<file path="src/qdv_pkg.sv">
// Shared types and constants of the quadrature decoder with velocity estimate.
// No dependencies; every design and checker module imports this package.
package qdv_pkg;

  localparam int POS_W         = 32;
  localparam int VEL_W         = 40;
  localparam int TMR_W         = 32;
  localparam int CFG_W         = 32;
  localparam int CFG_IDX_W     = 2;
  localparam int MODE_W        = 2;
  localparam int MISS_W        = 2;
  localparam int FRAC_BITS_DEF = 8;
  localparam int DIV_STEPS     = VEL_W - 1;
  localparam int CNT_W         = $clog2(DIV_STEPS);

  localparam logic [CFG_W-1:0] TPS_RESET = 32'd60000000;

  localparam logic [MODE_W-1:0] MODE_OFF = 2'd0;
  localparam logic [MODE_W-1:0] MODE_2X  = 2'd1;

  localparam logic [MISS_W-1:0] MISS_NONE = 2'd0;
  localparam logic [MISS_W-1:0] MISS_A    = 2'd1;
  localparam logic [MISS_W-1:0] MISS_B    = 2'd2;

  localparam logic CMD_EDGE = 1'b0;
  localparam logic CMD_TICK = 1'b1;

  localparam logic signed [VEL_W-1:0] VEL_MAX = {1'b0, {(VEL_W-1){1'b1}}};
  localparam logic signed [VEL_W-1:0] VEL_MIN = {1'b1, {(VEL_W-1){1'b0}}};

  typedef enum logic [CFG_IDX_W-1:0] {
    CFG_MODE   = 2'd0,
    CFG_PERIOD = 2'd1,
    CFG_TPS    = 2'd2
  } cfg_idx_t;

  typedef enum logic [2:0] {
    ST_IDLE,
    ST_MUL,
    ST_CHK,
    ST_DIV,
    ST_FIN,
    ST_WB
  } state_t;

  typedef struct packed {
    logic take_edge;
    logic take_tick;
    logic mul;
    logic chk;
    logic div;
    logic fin;
    logic ld_out;
  } dp_cmd_t;

  typedef struct packed {
    logic mode_on;
    logic div_go;
    logic div_last;
  } dp_stat_t;

endpackage

</file>
<file path="src/qdv_ctrl.sv">
// Controller of the quadrature decoder: sequences edge and tick requests.
// Depends on qdv_pkg; drives the datapath through dp_cmd_t.
module qdv_ctrl (
  input  logic              clk,
  input  logic              rst_n,
  input  logic              in_valid,
  output logic              in_ready,
  input  logic              in_cmd,
  output logic              out_valid,
  input  logic              out_ready,
  output qdv_pkg::dp_cmd_t  cmd,
  input  qdv_pkg::dp_stat_t stat
);
  import qdv_pkg::*;

  state_t state_r, state_nxt;
  logic   out_valid_r, out_valid_nxt;
  logic   take;
  logic   slot_free;

  assign slot_free = !out_valid_r || out_ready;
  assign take      = in_valid && (state_r == ST_IDLE);

  always_comb begin
    state_nxt = state_r;
    case (state_r)
      ST_IDLE: begin
        if (take) begin
          if (in_cmd == CMD_TICK && stat.mode_on) begin
            state_nxt = ST_MUL;
          end else begin
            state_nxt = ST_WB;
          end
        end
      end
      ST_MUL: state_nxt = ST_CHK;
      ST_CHK: begin
        state_nxt = stat.div_go ? ST_DIV : ST_WB;
      end
      ST_DIV: begin
        if (stat.div_last) begin
          state_nxt = ST_FIN;
        end
      end
      ST_FIN: state_nxt = ST_WB;
      ST_WB: begin
        if (slot_free) begin
          state_nxt = ST_IDLE;
        end
      end
      default: state_nxt = ST_IDLE;
    endcase
  end

  always_comb begin
    in_ready      = (state_r == ST_IDLE);
    cmd.take_edge = take && (in_cmd == CMD_EDGE);
    cmd.take_tick = take && (in_cmd == CMD_TICK);
    cmd.mul       = (state_r == ST_MUL);
    cmd.chk       = (state_r == ST_CHK);
    cmd.div       = (state_r == ST_DIV);
    cmd.fin       = (state_r == ST_FIN);
    cmd.ld_out    = (state_r == ST_WB) && slot_free;
    // hold the result until taken, refill on load
    if (cmd.ld_out) begin
      out_valid_nxt = 1'b1;
    end else if (out_ready) begin
      out_valid_nxt = 1'b0;
    end else begin
      out_valid_nxt = out_valid_r;
    end
  end

  assign out_valid = out_valid_r;

  always_ff @(posedge clk) begin
    if (!rst_n) begin
      state_r     <= ST_IDLE;
      out_valid_r <= 1'b0;
    end else begin
      state_r     <= state_nxt;
      out_valid_r <= out_valid_nxt;
    end
  end

endmodule

</file>
<file path="src/qdv_dp.sv">
// Datapath: config registers, quadrature counter, velocity multiply and
// restoring divider, result register. Depends on qdv_pkg; run by qdv_ctrl.
module qdv_dp #(
  parameter int FRAC_BITS = qdv_pkg::FRAC_BITS_DEF
) (
  input  logic                                clk,
  input  logic                                rst_n,
  input  logic                                cfg_we,
  input  logic [qdv_pkg::CFG_IDX_W-1:0]       cfg_index,
  input  logic [qdv_pkg::CFG_W-1:0]           cfg_wdata,
  input  logic                                in_edge_a,
  input  logic                                in_edge_b,
  input  logic                                in_level_a,
  input  logic                                in_level_b,
  input  logic [qdv_pkg::TMR_W-1:0]           in_timer_now,
  input  qdv_pkg::dp_cmd_t                    cmd,
  output qdv_pkg::dp_stat_t                   stat,
  output logic signed [qdv_pkg::POS_W-1:0]    out_position,
  output logic signed [qdv_pkg::VEL_W-1:0]    out_velocity_q8,
  output logic                                out_stopped,
  output logic                                out_both_edges,
  output logic [qdv_pkg::MISS_W-1:0]          out_miss_status
);
  import qdv_pkg::*;

  localparam int PROD_W = 2 * CFG_W;
  localparam int N_W    = PROD_W + FRAC_BITS;
  localparam int HI_W   = N_W - DIV_STEPS;
  localparam int CMP_W  = (HI_W > TMR_W) ? HI_W : TMR_W;
  localparam logic signed [VEL_W-1:0] STOP_LIM   = VEL_W'(((1 << FRAC_BITS) - 1) / 5);
  localparam logic signed [VEL_W-1:0] STOP_LIM_N = -STOP_LIM;

  // configuration
  logic [MODE_W-1:0] mode_r, mode_nxt;
  logic [CFG_W-1:0]  period_r, period_nxt;
  logic [CFG_W-1:0]  tps_r, tps_nxt;

  // decoder and velocity state
  logic [POS_W-1:0]        count_now_r, count_now_nxt;
  logic [POS_W-1:0]        count_at_tick_r, count_at_tick_nxt;
  logic                    last_a_r, last_a_nxt;
  logic                    last_b_r, last_b_nxt;
  logic [TMR_W-1:0]        timer_at_tick_r, timer_at_tick_nxt;
  logic signed [VEL_W-1:0] speed_r, speed_nxt;
  logic                    both_r, both_nxt;
  logic [MISS_W-1:0]       miss_r, miss_nxt;

  // divider working set
  logic [TMR_W-1:0]     elapsed_r, elapsed_nxt;
  logic                 neg_r, neg_nxt;
  logic [POS_W-1:0]     magd_r, magd_nxt;
  logic [PROD_W-1:0]    num_r, num_nxt;
  logic [TMR_W-1:0]     rem_r, rem_nxt;
  logic [DIV_STEPS-1:0] lo_r, lo_nxt;
  logic [DIV_STEPS-1:0] quo_r, quo_nxt;
  logic [CNT_W-1:0]     cnt_r, cnt_nxt;

  // result register
  logic [POS_W-1:0]        out_position_r, out_position_nxt;
  logic signed [VEL_W-1:0] out_velocity_r, out_velocity_nxt;
  logic                    out_stopped_r, out_stopped_nxt;
  logic                    out_both_r, out_both_nxt;
  logic [MISS_W-1:0]       out_miss_r, out_miss_nxt;

  logic              mode_on;
  logic              eb_m;
  logic [POS_W-1:0]  delta;
  logic [POS_W-1:0]  magd;
  logic [N_W-1:0]    numx;
  logic [HI_W-1:0]   hi;
  logic              num_zero;
  logic              ovf;
  logic [TMR_W:0]    trial;
  logic              ge;
  logic [TMR_W-1:0]  rem_step;
  logic              stopped;

  assign mode_on = (mode_r != MODE_OFF);
  assign eb_m    = (mode_r == MODE_2X) ? 1'b0 : in_edge_b;
  assign delta   = count_now_r - count_at_tick_r;
  assign magd    = delta[POS_W-1] ? (POS_W'(0) - delta) : delta;

  // quotient of (num << FRAC_BITS) / elapsed overflows 39 bits
  // exactly when the bits above the quotient field reach elapsed
  assign numx     = N_W'(num_r) << FRAC_BITS;
  assign hi       = numx[N_W-1:DIV_STEPS];
  assign num_zero = (num_r == '0);
  assign ovf      = CMP_W'(hi) >= CMP_W'(elapsed_r);

  assign trial    = {rem_r, lo_r[DIV_STEPS-1]};
  assign ge       = trial >= {1'b0, elapsed_r};
  assign rem_step = ge ? TMR_W'(trial - {1'b0, elapsed_r}) : trial[TMR_W-1:0];

  assign stopped = (speed_r <= STOP_LIM) && (speed_r >= STOP_LIM_N);

  assign stat.mode_on  = mode_on;
  assign stat.div_go   = !num_zero && !ovf;
  assign stat.div_last = (cnt_r == CNT_W'(DIV_STEPS - 1));

  always_comb begin
    mode_nxt          = mode_r;
    period_nxt        = period_r;
    tps_nxt           = tps_r;
    count_now_nxt     = count_now_r;
    count_at_tick_nxt = count_at_tick_r;
    last_a_nxt        = last_a_r;
    last_b_nxt        = last_b_r;
    timer_at_tick_nxt = timer_at_tick_r;
    speed_nxt         = speed_r;
    both_nxt          = both_r;
    miss_nxt          = miss_r;
    elapsed_nxt       = elapsed_r;
    neg_nxt           = neg_r;
    magd_nxt          = magd_r;
    num_nxt           = num_r;
    rem_nxt           = rem_r;
    lo_nxt            = lo_r;
    quo_nxt           = quo_r;
    cnt_nxt           = cnt_r;
    out_position_nxt  = out_position_r;
    out_velocity_nxt  = out_velocity_r;
    out_stopped_nxt   = out_stopped_r;
    out_both_nxt      = out_both_r;
    out_miss_nxt      = out_miss_r;

    if (cfg_we) begin
      case (cfg_idx_t'(cfg_index))
        CFG_MODE:   mode_nxt   = cfg_wdata[MODE_W-1:0];
        CFG_PERIOD: period_nxt = cfg_wdata;
        CFG_TPS:    tps_nxt    = cfg_wdata;
        default:    ;
      endcase
    end

    if (cmd.take_edge) begin
      both_nxt = 1'b0;
      miss_nxt = MISS_NONE;
      if (mode_on) begin
        both_nxt = in_edge_a & eb_m;
        // A wins when both channels fire together
        if (in_edge_a) begin
          if (in_level_a == last_a_r) begin
            miss_nxt = MISS_A;
          end else begin
            count_now_nxt = (in_level_a != in_level_b) ? count_now_r + 1'b1
                                                        : count_now_r - 1'b1;
            last_a_nxt    = in_level_a;
          end
        end else if (eb_m) begin
          if (in_level_b == last_b_r) begin
            miss_nxt = MISS_B;
          end else begin
            count_now_nxt = (in_level_a == in_level_b) ? count_now_r + 1'b1
                                                        : count_now_r - 1'b1;
            last_b_nxt    = in_level_b;
          end
        end
      end
    end

    if (cmd.take_tick) begin
      both_nxt          = 1'b0;
      miss_nxt          = MISS_NONE;
      elapsed_nxt       = period_r + (in_timer_now - timer_at_tick_r);
      timer_at_tick_nxt = in_timer_now;
      if (mode_on) begin
        count_at_tick_nxt = count_now_r;
        neg_nxt           = delta[POS_W-1];
        magd_nxt          = magd;
      end
    end

    if (cmd.mul) begin
      num_nxt = PROD_W'(magd_r) * PROD_W'(tps_r);
    end

    if (cmd.chk) begin
      rem_nxt = TMR_W'(hi);
      lo_nxt  = numx[DIV_STEPS-1:0];
      quo_nxt = '0;
      cnt_nxt = '0;
      if (num_zero) begin
        speed_nxt = '0;
      end else if (ovf) begin
        speed_nxt = neg_r ? VEL_MIN : VEL_MAX;
      end
    end

    if (cmd.div) begin
      rem_nxt = rem_step;
      lo_nxt  = lo_r << 1;
      quo_nxt = {quo_r[DIV_STEPS-2:0], ge};
      cnt_nxt = cnt_r + 1'b1;
    end

    if (cmd.fin) begin
      speed_nxt = neg_r ? (VEL_W'(0) - {1'b0, quo_r}) : {1'b0, quo_r};
    end

    if (cmd.ld_out) begin
      out_position_nxt = count_now_r;
      out_velocity_nxt = speed_r;
      out_stopped_nxt  = stopped;
      out_both_nxt     = both_r;
      out_miss_nxt     = miss_r;
    end
  end

  always_ff @(posedge clk) begin
    if (!rst_n) begin
      mode_r          <= MODE_OFF;
      period_r        <= '0;
      tps_r           <= TPS_RESET;
      count_now_r     <= '0;
      count_at_tick_r <= '0;
      last_a_r        <= 1'b0;
      last_b_r        <= 1'b0;
      timer_at_tick_r <= '0;
      speed_r         <= '0;
      both_r          <= 1'b0;
      miss_r          <= MISS_NONE;
    end else begin
      mode_r          <= mode_nxt;
      period_r        <= period_nxt;
      tps_r           <= tps_nxt;
      count_now_r     <= count_now_nxt;
      count_at_tick_r <= count_at_tick_nxt;
      last_a_r        <= last_a_nxt;
      last_b_r        <= last_b_nxt;
      timer_at_tick_r <= timer_at_tick_nxt;
      speed_r         <= speed_nxt;
      both_r          <= both_nxt;
      miss_r          <= miss_nxt;
    end
  end

  always_ff @(posedge clk) begin
    elapsed_r      <= elapsed_nxt;
    neg_r          <= neg_nxt;
    magd_r         <= magd_nxt;
    num_r          <= num_nxt;
    rem_r          <= rem_nxt;
    lo_r           <= lo_nxt;
    quo_r          <= quo_nxt;
    cnt_r          <= cnt_nxt;
    out_position_r <= out_position_nxt;
    out_velocity_r <= out_velocity_nxt;
    out_stopped_r  <= out_stopped_nxt;
    out_both_r     <= out_both_nxt;
    out_miss_r     <= out_miss_nxt;
  end

  assign out_position    = out_position_r;
  assign out_velocity_q8 = out_velocity_r;
  assign out_stopped     = out_stopped_r;
  assign out_both_edges  = out_both_r;
  assign out_miss_status = out_miss_r;

endmodule

</file>
<file path="src/quadrature_decoder_velocity_core.sv">
// Channel  | Handshake          | Carries
// ---------+--------------------+------------------------------------------------
// cfg      | cfg_we             | cfg_index, cfg_wdata (mode, period, ticks/sec)
// in       | in_valid/in_ready  | cmd, edge flags, pin levels, timer count
// out      | out_valid/out_ready| position, velocity_q8, stopped, both, miss
//
// Edge request: accept, result load. Velocity tick: accept, multiply, check,
// restoring divide retiring one quotient bit per cycle, finish, result load;
// no divide when the result is zero or saturates, only accept and load when off.
// One request is in flight at a time; a request is accepted while the previous
// result waits in the output register. Reset is synchronous, active low, and
// needs no clearing pass. A stalled output holds the next result in the datapath.
// Top level of the quadrature decoder with velocity estimate.
// Depends on qdv_pkg, qdv_ctrl and qdv_dp.
module quadrature_decoder_velocity_core #(
  parameter int FRAC_BITS = qdv_pkg::FRAC_BITS_DEF
) (
  input  logic                             clk,
  input  logic                             rst_n,
  input  logic                             cfg_we,
  input  logic [qdv_pkg::CFG_IDX_W-1:0]    cfg_index,
  input  logic [qdv_pkg::CFG_W-1:0]        cfg_wdata,
  input  logic                             in_valid,
  output logic                             in_ready,
  input  logic                             in_cmd,
  input  logic                             in_edge_a,
  input  logic                             in_edge_b,
  input  logic                             in_level_a,
  input  logic                             in_level_b,
  input  logic [qdv_pkg::TMR_W-1:0]        in_timer_now,
  output logic                             out_valid,
  input  logic                             out_ready,
  output logic signed [qdv_pkg::POS_W-1:0] out_position,
  output logic signed [qdv_pkg::VEL_W-1:0] out_velocity_q8,
  output logic                             out_stopped,
  output logic                             out_both_edges,
  output logic [qdv_pkg::MISS_W-1:0]       out_miss_status
);
  import qdv_pkg::*;

  dp_cmd_t  cmd;
  dp_stat_t stat;

  qdv_ctrl u_ctrl (
    .clk       (clk),
    .rst_n     (rst_n),
    .in_valid  (in_valid),
    .in_ready  (in_ready),
    .in_cmd    (in_cmd),
    .out_valid (out_valid),
    .out_ready (out_ready),
    .cmd       (cmd),
    .stat      (stat)
  );

  qdv_dp #(
    .FRAC_BITS (FRAC_BITS)
  ) u_dp (
    .clk             (clk),
    .rst_n           (rst_n),
    .cfg_we          (cfg_we),
    .cfg_index       (cfg_index),
    .cfg_wdata       (cfg_wdata),
    .in_edge_a       (in_edge_a),
    .in_edge_b       (in_edge_b),
    .in_level_a      (in_level_a),
    .in_level_b      (in_level_b),
    .in_timer_now    (in_timer_now),
    .cmd             (cmd),
    .stat            (stat),
    .out_position    (out_position),
    .out_velocity_q8 (out_velocity_q8),
    .out_stopped     (out_stopped),
    .out_both_edges  (out_both_edges),
    .out_miss_status (out_miss_status)
  );

endmodule

</file>
<file path="config.mk">
export PLATFORM = sky130hd
export DESIGN_NAME = quadrature_decoder_velocity_core
export DESIGN_NICKNAME = d
export VERILOG_FILES = /design/src/qdv_pkg.sv /design/src/qdv_ctrl.sv /design/src/qdv_dp.sv /design/src/quadrature_decoder_velocity_core.sv
export SDC_FILE = /design/constraint.sdc
export NUM_CORES = 2
export LEC_CHECK = 0
export ABC_AREA = 1
export BUFFER_PORTS_ARGS = -buffer_cell sky130_fd_sc_hd__buf_2
export CORE_MARGIN = 3
export CORE_UTILIZATION = 55
export DETAILED_ROUTE_END_ITERATION = 8
export GPL_ROUTABILITY_DRIVEN = 0
export PLACE_DENSITY = 0.76
export SLEW_MARGIN = 20
export SYNTH_ARGS = -nofsm -noshare
export SYNTH_HDL_FRONTEND = slang
export SYNTH_SLANG_ARGS = --single-unit
</file>
<file path="constraint.sdc">
create_clock -name clk -period 31 [get_ports clk]
set_input_delay 6.2 -clock clk [delete_from_list [all_inputs] [get_ports clk]]
set_output_delay 6.2 -clock clk [all_outputs]
set_load 0.1 [all_outputs]
</file>
==> results.json <==
{
  "post-route-min-period_ns": 8.899,
  "critPathCaptureType": "register",
  "row_count": 125,
  "antenna_found_initial": 1,
  "drive_gt1_share_pct": 4.691,
  "final_cell_mix": "2114 x inv_1, 1998 x nand2_1, 929 x fa_1, 487 x nor2_1, 396 x ha_1",
  "start_kind": "primary input",
  "via_per_inst": 5.460,
  "hpwl_um": 134200,
  "timing.final.crit_share_pct": 28.71,
  "drv_cap": 0,
  "cts.root.buffer_cell": "clkbuf_16",
  "cp_max_fo": 4,
  "stdcell_count": 9859,
  "gr-usage-all-layers_pct": 28.51,
  "cts_tree": "built",
  "slew_headroom_pct": 30.26,
  "clkSlewWorstSetupHoldPaths_ns": 0.07,
  "cp.depth": 15,
  "grt_pass1_vias": 54990,
  "finalHoldViolations": 0,
  "r2r_slack_ns": 23.30,
  "antenna_cells": 0,
  "crit_path_top_delay_cell": "o21ai_0",
  "io_buffers": 153,
  "clock_latency_ns": 0.64,
  "cpLargestDelayFamily": "compound AO/OA/AOI/OAI gates",
  "final-max-slew-violation-count": 0,
  "path_cells": "buf_2 > inv_1 > fa_1 > inv_1 > ha_1 > nand2_1 > o21a_1 > o21ai_0 > a21oi_1 > o21ai_0 > nand2_1 > nand2_1 > nand3_1 > nand3_1 > nand2_1",
  "layout_commonest_cell": "inv_1",
  "coreArea_mm2": 0.1167,
  "synth_area_mm2": 0.06485,
  "grt_start_max_net_pins": 105,
  "setup_viol_count_final": 0,
  "synthTopCellsByArea": "fa_1 29%, edfxtp_1 14%, inv_1 12%",
  "antenna_left": 0,
  "cts_setup_buffers": 0,
  "synth_cell_types": 59,
  "dr.pass1.iters": 7,
  "worstPathRequired_ns": 31.38,
  "rsz0062_at_grt": "false",
  "synth_top_area_share_pct": 28.68,
  "setup-tns-final_ns": 0,
  "crit_path_end": "u_dp.elapsed_r[24]",
  "cts_made_buffers": 53,
  "grt_pass1_wl_um": 281100,
  "synth_edf_count": 313,
  "slowest_delay_ns": 0.60,
  "worst_hold_slack_ns": 0.4354,
  "io_pins": 154,
  "drcViolationCount": 0,
  "ctsHoldBuffers": 0,
  "ys_ff_latch": 524,
  "syn_to_final_growth_pct": 5.707,
  "clock.fmax_ghz": 0.1124,
  "path_class": "primary input to register",
  "placed_cells": 9762,
  "vias": 53830,
  "cts_resized": 0,
  "r2r_end": "u_dp.num_r[33]",
  "synth_top_area_cell": "fa_1",
  "min_path_type": "register to register",
  "wirelength_um": 172400,
  "clock_skew_ns": 0.04696,
  "worst_pin_slew_ns": 1.046,
  "timing.critical_path.from": "in_timer_now[3]",
  "nNetsFinal": 9694,
  "syn_area_per_cell_um2": 7.777,
  "outcome": "completed",
  "die-area_mm2": 0.1221,
  "cp_common_cell": "nand2_1",
  "syn_inst": 8339,
  "die_w_um": 349.4,
  "grt_overflow": 0,
  "ys_async_sr_fraction_pct": 0,
  "cts.sink_count": 524,
  "start_util_pct": 55.58,
  "reg2reg_from": "u_dp.tps_r[15]",
  "timing.critical_path.buf_inv": 3,
  "ys.flop_type": "edfxtp_1",
  "clk_path_buf_depth": 3,
  "syn_nets": 9740,
  "post_drt_wl_per_cell_um": 17.49,
  "crit_arrival_ns": 9.28,
  "dr.first_iter.drc_count": 4771,
  "ys_warn_count": 0,
  "worst-r2r-cell-count": 23,
  "dieHeight_um": 349.4,
  "synth_seq_area_share_pct": 21.01,
  "cts_max_level": 2
}
-- worst register-to-register path: stages (launching register included) --
cell,delay (ns)
dfxtp_2,0.90
nand2_1,0.21
inv_1,0.11
fa_1,0.44
fa_1,0.51
inv_1,0.05
fa_1,0.56
fa_1,0.47
fa_1,0.54
inv_1,0.05
fa_1,0.45
fa_1,0.51
fa_1,0.43
ha_1,0.39
nand2_1,0.12
nor2_1,0.15
inv_1,0.09
nor2_1,0.13
inv_1,0.06
nor4_1,0.48
a21oi_1,0.23
inv_1,0.11
a31oi_1,0.10
xnor2_1,0.39
-- cell type report --
type	count	area (um2)
Inverter	2129	7994
Tap cell	1524	1907
Sequential cell	524	13630
Multi-Input combinational cell	5352	41980
Clock buffer	69	1439
Fill cell	10350	48120
Timing Repair Buffer	233	1369
Clock inverter	28	234.0
-- per-stage QoR --
step                util, %  setup slack [ns]  cell area [um2]
floorplan                 -             16.87            64850
global placement      57.32             21.55            66880
detailed placement    57.32             21.54            66880
CTS                   58.76             22.20            68550
global route          58.76             21.96            68550
finish                58.76             22.10            68550
-- cell families (layout without fill, tap and decap cells) --
kind of cell	count (synthesis)	in the layout	share of synthesized area (%)
compound gates	885	885	7.420
xor+xnor	164	164	2.215
fa+ha+maj	1325	1325	36.32
buf+inv	2463	2459	14.34
flops	524	524	21.01
simple gates	2978	2978	18.70
-- layer usage --
metal	global-route usage (%)	vias up	routed length (um)
met3	4.467	457	15160
met1	37.27	26030	69110
met5	0	-	13
met4	10.97	2	6877
li1	-	24860	-
met2	47.86	2478	81280
-- state kept, by name, indices dropped and copies added (netlist names), 39 cells and up --
register	cells
u_dp.num_r	64
u_dp.out_velocity_q8	40
u_dp.speed_r	40
u_dp.quo_r	39
-- Yosys cell counts (all sizes together) (2+ instances only) --
cell type / instances
nor2: 505
clkbuf: 300
o211ai: 30
fa: 929
or4: 2
nor4: 27
nor3: 87
a21oi: 390
or2: 4
o21ai: 342
o21a: 10
o21bai: 16
a31oi: 26
a41oi: 2
and2: 4
xor2: 119
a31o: 2
nand4: 72
inv: 2125
o2111ai: 5
o31ai: 11
nand3b: 26
buf: 34
dfxtp: 211
a211oi: 5
nand3: 226
nand2: 2018
ha: 396
edfxtp: 313
clkinv: 4
and3: 5
xnor2: 45
a221oi: 4
a21boi: 6
a21o: 31
-- how the worst min path moves through the flow --
stage / startpoint / endpoint / slack [ns] / cells past startpoint
final: u_dp.miss_r[1] / u_dp.out_miss_status[1] / 0.44 / 0
after global routing: u_dp.both_r / u_dp.out_both_edges / 0.46 / 0
after CTS: u_dp.miss_r[1] / u_dp.out_miss_status[1] / 0.44 / 0
after detailed placement: u_dp.miss_r[1] / u_dp.out_miss_status[1] / 0.43 / 0
after global placement: u_dp.both_r / u_dp.out_both_edges / 0.42 / 0
after floorplan: u_dp.both_r / u_dp.out_both_edges / 0.41 / 0
Power is not shown: default switching activity piles up to over one toggle a cycle in this logic, so the estimate is an artifact.
